**src/rtl/core/cau_pkg.sv**
```systemverilog
// ----------------------------------------------------------------------------
// Complex arithmetic unit package
// Shared types, constants and helper functions for the complex ALU pipeline.
// ----------------------------------------------------------------------------
`default_nettype none

package cau_pkg;

	localparam int OpW    = 2;
	localparam int InW    = 16;
	localparam int OutW   = 32;
	localparam int ValW   = 33;
	localparam int DenW   = 32;
	localparam int FracW  = 16;
	localparam int NumW   = 48;
	localparam int DivSteps = 32;

	localparam logic [OutW-1:0] QMax = 32'h7FFF_FFFF;
	localparam logic [OutW-1:0] QMin = 32'h8000_0000;

	typedef enum logic [OpW-1:0] {
		OP_ADD = 2'd0,
		OP_SUB = 2'd1,
		OP_MUL = 2'd2,
		OP_DIV = 2'd3
	} op_t;

	typedef enum logic [1:0] {
		ST_OK  = 2'd0,
		ST_OVF = 2'd1,
		ST_DZ  = 2'd2
	} status_t;

	typedef struct packed {
		logic                   is_div;
		logic                   dz;
		logic                   neg_re;
		logic                   neg_im;
		logic                   ovf_re;
		logic                   ovf_im;
		logic signed [ValW-1:0] val_re;
		logic signed [ValW-1:0] val_im;
	} side_t;

	typedef struct packed {
		logic [DenW-1:0]     rem;
		logic [OutW-1:0]     nb;
		logic [OutW-1:0]     q;
	} lane_t;

	typedef struct packed {
		logic [OutW-1:0] part;
		logic            sat;
	} part_t;

	// One restoring division step: bring in the next numerator bit and
	// subtract the divisor when it fits.
	function automatic lane_t div_step(input lane_t l, input logic [DenW-1:0] den);
		lane_t        r;
		logic [DenW:0] t;
		logic [DenW:0] d;
		logic          ge;
		t  = {l.rem, l.nb[OutW-1]};
		d  = t - {1'b0, den};
		ge = (t >= {1'b0, den});
		r.rem = ge ? d[DenW-1:0] : t[DenW-1:0];
		r.nb  = {l.nb[OutW-2:0], 1'b0};
		r.q   = {l.q[OutW-2:0], ge};
		return r;
	endfunction

	function automatic part_t sat_val(input logic signed [ValW-1:0] v);
		part_t r;
		if (v[ValW-1] != v[ValW-2]) begin
			r.part = v[ValW-1] ? QMin : QMax;
			r.sat  = 1'b1;
		end else begin
			r.part = v[OutW-1:0];
			r.sat  = 1'b0;
		end
		return r;
	endfunction

	function automatic part_t div_part(input logic [OutW-1:0] mag, input logic neg,
			input logic ovf);
		part_t r;
		if (ovf) begin
			r.part = neg ? QMin : QMax;
			r.sat  = 1'b1;
		end else if (neg) begin
			if (mag[OutW-1] && (|mag[OutW-2:0])) begin
				r.part = QMin;
				r.sat  = 1'b1;
			end else begin
				r.part = {OutW{1'b0}} - mag;
				r.sat  = 1'b0;
			end
		end else if (mag[OutW-1]) begin
			r.part = QMax;
			r.sat  = 1'b1;
		end else begin
			r.part = mag;
			r.sat  = 1'b0;
		end
		return r;
	endfunction

endpackage

`default_nettype wire

```
**src/rtl/core/cau_front.sv**
```systemverilog
// ----------------------------------------------------------------------------
// Complex arithmetic front end
// Three stages: products, sums, and divider setup with magnitude and range check.
// ----------------------------------------------------------------------------
`default_nettype none

module cau_front (
	input  wire logic                              clk,
	input  wire logic                              arst_n,
	input  wire logic                              en,
	input  wire logic                              valid_in,
	input  wire logic [cau_pkg::OpW-1:0]           opcode,
	input  wire logic signed [cau_pkg::InW-1:0]    a_re,
	input  wire logic signed [cau_pkg::InW-1:0]    a_im,
	input  wire logic signed [cau_pkg::InW-1:0]    b_re,
	input  wire logic signed [cau_pkg::InW-1:0]    b_im,
	output logic                                   valid_out,
	output logic [cau_pkg::DenW-1:0]               den,
	output logic [cau_pkg::NumW-1:0]               num_re,
	output logic [cau_pkg::NumW-1:0]               num_im,
	output cau_pkg::side_t                         side
);

	logic                     vld_s1, vld_s2, vld_s3;
	cau_pkg::op_t             op_s1, op_s2;
	logic signed [31:0]       p_rr_s1, p_ii_s1, p_ri_s1, p_ir_s1, sq_r_s1, sq_i_s1;
	logic signed [16:0]       as_re_s1, as_im_s1;
	logic signed [cau_pkg::ValW-1:0] val_re_s2, val_im_s2;
	logic [cau_pkg::DenW-1:0] den_s2, den_s3;
	logic [cau_pkg::NumW-1:0] num_re_s3, num_im_s3;
	cau_pkg::side_t           side_s3;

	logic signed [cau_pkg::ValW-1:0] val_re_c, val_im_c;
	logic [cau_pkg::ValW-1:0]        mag_re_c, mag_im_c;
	logic [cau_pkg::NumW-1:0]        n_re_c, n_im_c;

	always_ff @(posedge clk or negedge arst_n) begin
		if (!arst_n) begin
			vld_s1 <= 1'b0;
			vld_s2 <= 1'b0;
			vld_s3 <= 1'b0;
		end else if (en) begin
			vld_s1 <= valid_in;
			vld_s2 <= vld_s1;
			vld_s3 <= vld_s2;
		end
	end

	always_ff @(posedge clk) begin
		if (en) begin
			op_s1    <= cau_pkg::op_t'(opcode);
			p_rr_s1  <= 32'(a_re) * 32'(b_re);
			p_ii_s1  <= 32'(a_im) * 32'(b_im);
			p_ri_s1  <= 32'(a_re) * 32'(b_im);
			p_ir_s1  <= 32'(a_im) * 32'(b_re);
			sq_r_s1  <= 32'(b_re) * 32'(b_re);
			sq_i_s1  <= 32'(b_im) * 32'(b_im);
			if (cau_pkg::op_t'(opcode) == cau_pkg::OP_SUB) begin
				as_re_s1 <= 17'(a_re) - 17'(b_re);
				as_im_s1 <= 17'(a_im) - 17'(b_im);
			end else begin
				as_re_s1 <= 17'(a_re) + 17'(b_re);
				as_im_s1 <= 17'(a_im) + 17'(b_im);
			end
		end
	end

	always_comb begin
		case (op_s1)
			cau_pkg::OP_MUL: begin
				val_re_c = 33'(p_rr_s1) - 33'(p_ii_s1);
				val_im_c = 33'(p_ri_s1) + 33'(p_ir_s1);
			end
			cau_pkg::OP_DIV: begin
				val_re_c = 33'(p_rr_s1) + 33'(p_ii_s1);
				val_im_c = 33'(p_ir_s1) - 33'(p_ri_s1);
			end
			default: begin
				val_re_c = {{8{as_re_s1[16]}}, as_re_s1, 8'b0};
				val_im_c = {{8{as_im_s1[16]}}, as_im_s1, 8'b0};
			end
		endcase
	end

	always_ff @(posedge clk) begin
		if (en) begin
			op_s2     <= op_s1;
			val_re_s2 <= val_re_c;
			val_im_s2 <= val_im_c;
			den_s2    <= $unsigned(sq_r_s1) + $unsigned(sq_i_s1);
		end
	end

	always_comb begin
		mag_re_c = val_re_s2[cau_pkg::ValW-1] ? (33'd0 - $unsigned(val_re_s2))
			: $unsigned(val_re_s2);
		mag_im_c = val_im_s2[cau_pkg::ValW-1] ? (33'd0 - $unsigned(val_im_s2))
			: $unsigned(val_im_s2);
		n_re_c = {mag_re_c[cau_pkg::OutW-1:0], {cau_pkg::FracW{1'b0}}};
		n_im_c = {mag_im_c[cau_pkg::OutW-1:0], {cau_pkg::FracW{1'b0}}};
	end

	always_ff @(posedge clk) begin
		if (en) begin
			den_s3          <= den_s2;
			num_re_s3       <= n_re_c;
			num_im_s3       <= n_im_c;
			side_s3.is_div  <= (op_s2 == cau_pkg::OP_DIV);
			side_s3.dz      <= (den_s2 == '0);
			side_s3.neg_re  <= val_re_s2[cau_pkg::ValW-1];
			side_s3.neg_im  <= val_im_s2[cau_pkg::ValW-1];
			side_s3.ovf_re  <= ({16'b0, n_re_c[47:32]} >= den_s2);
			side_s3.ovf_im  <= ({16'b0, n_im_c[47:32]} >= den_s2);
			side_s3.val_re  <= val_re_s2;
			side_s3.val_im  <= val_im_s2;
		end
	end

	assign valid_out = vld_s3;
	assign den       = den_s3;
	assign num_re    = num_re_s3;
	assign num_im    = num_im_s3;
	assign side      = side_s3;

endmodule

`default_nettype wire

```
**config.mk**
```make
export PLATFORM = sky130hd
export DESIGN_NAME = cau_front
export DESIGN_NICKNAME = d
export VERILOG_FILES = /design/src/rtl/core/cau_pkg.sv /design/src/rtl/core/cau_front.sv
export SDC_FILE = /design/constraint.sdc
export NUM_CORES = 2
export LEC_CHECK = 0
export ABC_AREA = 1
export BUFFER_PORTS_ARGS = -buffer_cell sky130_fd_sc_hd__buf_2
export CORE_ASPECT_RATIO = 0.9
export CORE_MARGIN = 2
export CORE_UTILIZATION = 50
export DETAILED_ROUTE_END_ITERATION = 7
export PLACE_DENSITY = 0.66
export SLEW_MARGIN = 20
export SYNTH_ARGS = -nofsm -noshare
export SYNTH_HDL_FRONTEND = slang
export SYNTH_SLANG_ARGS = --single-unit
```
**constraint.sdc**
```tcl
create_clock -name clk -period 3.46 [get_ports clk]
set_input_delay 0.692 -clock clk [delete_from_list [all_inputs] [get_ports clk]]
set_output_delay 0.692 -clock clk [all_outputs]
set_load 0.02 [all_outputs]
```
# After elaboration in Yosys (flattened, before gate mapping)
# Cells that the tools add are included.
dict set report totals {
  ff_bits 499
  inputBits 70
  out_inout_bits 201
  wordCells 57
}
dict set report classes {
  n_addsub 11
  multipliers 6
  n_lt_le_gt_ge 2
  eq_ne 4
  n_mux 6
  n_reduce_logical 1
}
# op n
set op_table {}
lappend op_table {{16-bit by 16-bit multiplier with 32-bit output} 6}
lappend op_table {{33-bit case mux with 2 select lines} 2}
lappend op_table {{32-bit by 32-bit adder with 33-bit output} 2}
lappend op_table {{32-bit by 32-bit subtractor with 33-bit output} 2}
lappend op_table {{16-bit by 32-bit greater-or-equal comparator with 1-bit output} 2}
lappend op_table {{32-bit two-way mux} 2}
lappend op_table {{1-bit by 32-bit subtractor with 32-bit output (first input constant)} 2}
lappend op_table {{16-bit by 16-bit adder with 17-bit output} 2}
lappend op_table {{17-bit two-way mux} 2}
lappend op_table {{16-bit by 16-bit subtractor with 17-bit output} 2}
lappend op_table {{32-bit adder} 1}
lappend op_table {{32-bit logical NOT} 1}
lappend op_table {{2-bit == test (second input constant)} 3}
lappend op_table {{2-bit by 1-bit == test with 1-bit output (second input constant)} 1}

# Longest topological paths before layout
dict set report logic_depth {
  word_depth 3
  depth_mapped 28
  ltp_nobuf 25
}

# Least setup slack after synthesis
# Ideal clock, no wire load.
dict set report synth_path {
  path_type {input-to-reg}
  start {in b_re[5] (netlist bit)}
  end {reg p_rr_s1[23], data pin}
  t_arrival_ps 6093
  slack_ps -2886
  path_stages 21
  path_cell_list {clkbuf_1 clkbuf_1 clkbuf_1 nand2_1 fa_1 inv_1 fa_1 fa_1 fa_1 fa_1 inv_1 fa_1 inv_1 ha_1 nand2_1 nor2_1 inv_1 nor3_2 or3b_1 nand4_1 nand2_1}
}
dict set report synth_between {
  elab_chain_len 1
}
# item line_no
set synth_lines {}
lappend synth_lines {{start: declaration} cau_front.sv:15} ;# input wire logic signed [cau_pkg::InW-1:0] b_re,
lappend synth_lines {{16-bit by 16-bit multiplier with 32-bit output} cau_front.sv:52} ;# p_rr_s1 <= 32'(a_re) * 32'(b_re);
lappend synth_lines {{end signal: assignment} cau_front.sv:52}
lappend synth_lines {{end: declaration} cau_front.sv:26} ;# logic signed [31:0] p_rr_s1, p_ii_s1, p_ri_s1, p_ir_s1, sq_r_s1, sq_i_s1;
# No other way between the ends.
# A chain may end at the register's enable or synchronous reset.

# Worst setup path in the final report
dict set report layout_path {
  start {in a_im[15] (netlist bit)}
  end {reg p_ir_s1[31], data pin}
}
dict set report layout_between {
  elab_chain_len 1
}
# item line_no
set layout_lines {}
lappend layout_lines {{start: declaration} cau_front.sv:14} ;# input wire logic signed [cau_pkg::InW-1:0] a_im,
lappend layout_lines {{16-bit by 16-bit multiplier with 32-bit output} cau_front.sv:55} ;# p_ir_s1 <= 32'(a_im) * 32'(b_re);
lappend layout_lines {{end signal: assignment} cau_front.sv:55}
lappend layout_lines {{end: declaration} cau_front.sv:26}
# No other way between the ends.

==> flow_summary.yaml <==
cells_and_area:
  drive_gt1_share_pct: 29.0
  layout_commonest_cell: "inv_1"
  syn2layout_area_growth_pct: 32.0
  final_nets: 14500
  stdcell_count: 14500
  layout_common_cells: "inv_1 (2528), nand2_1 (1915), buf_4 (1467)"
  final_cell_area_sq_um: 116000
  n_fill_cell: 14100
cts:
  cts_inserted_buffers: 59
  cts_buffer_depth: 3
  cts_sinks: 493
  clk_pin_slew_ps: 60
  clk_latency_ps: 720
  root_buffer: "clkbuf_16"
  cts_tree: "yes"
  htree_num_levels: 2
yosys:
  synth_top_family_by_area: "adder cells"
  synth_seq_cells: 493
  synth_edf_count: 490
  synth_compound_area_share_pct: 5.37
  synth-seq-area-share_pct: 16.8
  syn-cell-area_sq_um: 87900
  ys_async_sr_fraction_pct: 0.609
  postSynthCellCount: 10400
  synthDistinctLibCells: 61
  muxShareOfSynthArea_pct: 0.0128
  synthFlopType: "edfxtp_1"
  yosysWarnings: 0
  synthXorXnorAreaFrac_pct: 4.22
  synthAdderAreaFrac_pct: 44.3
  synthSimpleGateAreaFrac_pct: 15.6
  syn_avg_cell_area_sq_um: 8.42
routing:
  wl_per_cell_microns: 21.2
  via_per_inst: 5.18
  drcViolationCount: 0
  wl_met1_microns: 123000
  first_pass_iters: 8
  dr.first_iter.drc_count: 5725
  antenna_left: 0
  wl_met2_microns: 134000
  dr_wl_met3_microns: 32400
  vias: 75300
  routed.top_layer: "met5"
  finalWirelength_microns: 307000
timing:
  hold_viol: 0
  maxSlewViolCount: 0
  period_share_pct: 159
  max_freq_ghz: 0.182
  slew_headroom_pct: 17.9
  worst_pin_slew_ps: 1220
  clock_skew_ps: 48.3
  fin_ws_ps: -2030
  min_period_ps: 5490
  setup_violations: 183
  grt_setup_unrepaired: "true"
grt:
  grt_pass1_wl_microns: 468000
  grt_util_all_layers_pct: 34.6
  grt_start_max_net_pins: 134
  antenna_found_initial: 11
  grt_pass1_vias: 78500
  grt-ovfl-total: 0
floorplanning:
  coreArea_sq_um: 174000
  num_io_pins: 271
  initial_core_util_pct: 50.5
  die_w_microns: 446
  die_area_sq_um: 179000
  die_h_microns: 402
  num_rows: 145
placement:
  portBuffers: 238
  dp_hpwl_microns: 249000
  routabilityCongestion: 1.01
  placedInstanceArea_sq_um: 106000
  dp.cells: 14100
critical_path:
  arrival_ps: 5930
  crit_type: "primary input to flip-flop"
  crit_required_ps: 3900
  endpoint_kind: "flip-flop"
  worst-path-max-fanout: 8
  worstSetupStartpointType: "primary input"
hold_path:
  min-delay-path-class: "primary input to flip-flop"
outcome:
  failed_checks: "setup timing"
  status: "finished with violations"
job:
  drv_cap: 0
[logic make-up after synthesis]
| kind of cell | after synthesis |
|---|---|
| other cells | 1 |
| flops | 493 |
| simple gates | 3353 |
| compound gates | 823 |
| buf+inv | 3143 |
| mux | 1 |
| fa+ha+maj | 2203 |
| xor+xnor | 423 |
[metal layers]
layer	track usage (%)	vias up
met5	0	-
met4	14.3	8
met3	8.68	602
met2	53.1	3005
met1	46.9	37100
li1	-	34700
[flip-flops by register name, indices dropped and copies added (netlist names)]
register / flops
side: 70
val_im_s2: 33
val_re_s2: 33
den: 32
den_s2: 32
p_ii_s1: 32
p_ir_s1: 32
p_ri_s1: 32
p_rr_s1: 32
num_im: 31
num_re: 31
sq_i_s1: 31
sq_r_s1: 31
as_im_s1: 17
as_re_s1: 17
op_s1: 2
op_s2: 2
valid_out: 1
vld_s1: 1
vld_s2: 1
[path summary, 6_finish.rpt]
path,startpoint,endpoint,slack (ps),cells after the start
max,a_im[15],p_ir_s1[31],-2030,22
min in group asynchronous,arst_n,valid_out,380,2
max in group asynchronous,arst_n,vld_s1,2960,2
min reg2reg,den_s2[29],den[29],450,0
min,valid_in,vld_s1,230,3
max reg2reg,p_ri_s1[15],val_im_s2[32],-190,19
[through the flow]
| stage | setup TNS, ps | util [%] | hold WS [ps] | setup WS (ps) |
|---|---|---|---|---|
| 2_1_floorplan | -271620 | - | 396 | -2250 |
| 3_3_place_gp | -412060 | 60.9 | 434 | -2990 |
| 3_5_place_dp | -418800 | 60.9 | 437 | -3000 |
| 4_1_cts | -249460 | 64.7 | 193 | -1880 |
| 5_1_grt | -286940 | 66.6 | 243 | -2110 |
| 6_report | -258240 | 66.6 | 233 | -2030 |
[Yosys cell counts, types with 7 or more instances]
cell type,instances,area [sq um]
a21boi_0,16,120
a21boi_1,7,52.6
a21o_1,44,330
a21oi_1,367,1840
a21oi_2,7,61.3
a31oi_1,20,125
buf_1,78,293
buf_2,14,70.1
buf_4,36,270
clkbuf_1,204,766
edfxtp_1,490,14700
fa_1,1518,30400
ha_1,685,8570
inv_1,2790,10500
inv_2,18,67.6
nand2_1,2208,8290
nand2_2,12,75.1
nand3_1,313,1570
nand3_2,7,70.1
nand3b_1,18,135
nand4_1,62,388
nor2_1,548,2060
nor2_2,16,100
nor2_4,7,78.8
nor3_1,83,415
nor3_2,9,90.1
nor4_1,28,175
o211ai_1,12,90.1
o21a_1,13,97.6
o21ai_0,192,961
o21ai_1,53,265
o21bai_1,47,353
o31ai_1,16,120
or2_1,10,62.6
or2_2,19,119
xnor2_1,138,1210
xor2_1,285,2500
[area by class of cell]
type                       count  area, sq um  share of cell area [%]
clock inverter                46          472                   0.407
inverter                    2811        10600                    9.16
timing repair buffer        2007        17800                    15.4
tap                         2278         2850                    2.46
clock buffer                  62         1490                    1.28
antenna                        5         12.5                  0.0108
sequential                   493        14800                    12.7
multi-input combinational   6835        67900                    58.6
[worst max-delay path, cell delays in order]
cell,delay [ps]
buf_16,130
buf_12,130
buf_12,140
nand2_8,60
inv_6,30
fa_2,660
fa_2,600
buf_6,180
fa_2,520
inv_2,40
fa_1,540
inv_2,50
fa_1,490
fa_1,450
ha_4,340
nand2_4,70
nor2_4,120
nand2_2,80
or2_1,250
nand3_2,80
nand3b_1,130
nand2_2,110
[repair_timing]
item,in CTS,in global routing
setup buffers,155,128
gates resized for setup,711,619
pin swaps,363,497
endpoints found under the setup margin,182,214
hold endpoints to repair,3,0
hold buffers,1,0
gates cloned,21,7
Power is not shown: default switching activity piles up to over one toggle a cycle in this logic, so the estimate is an artifact.
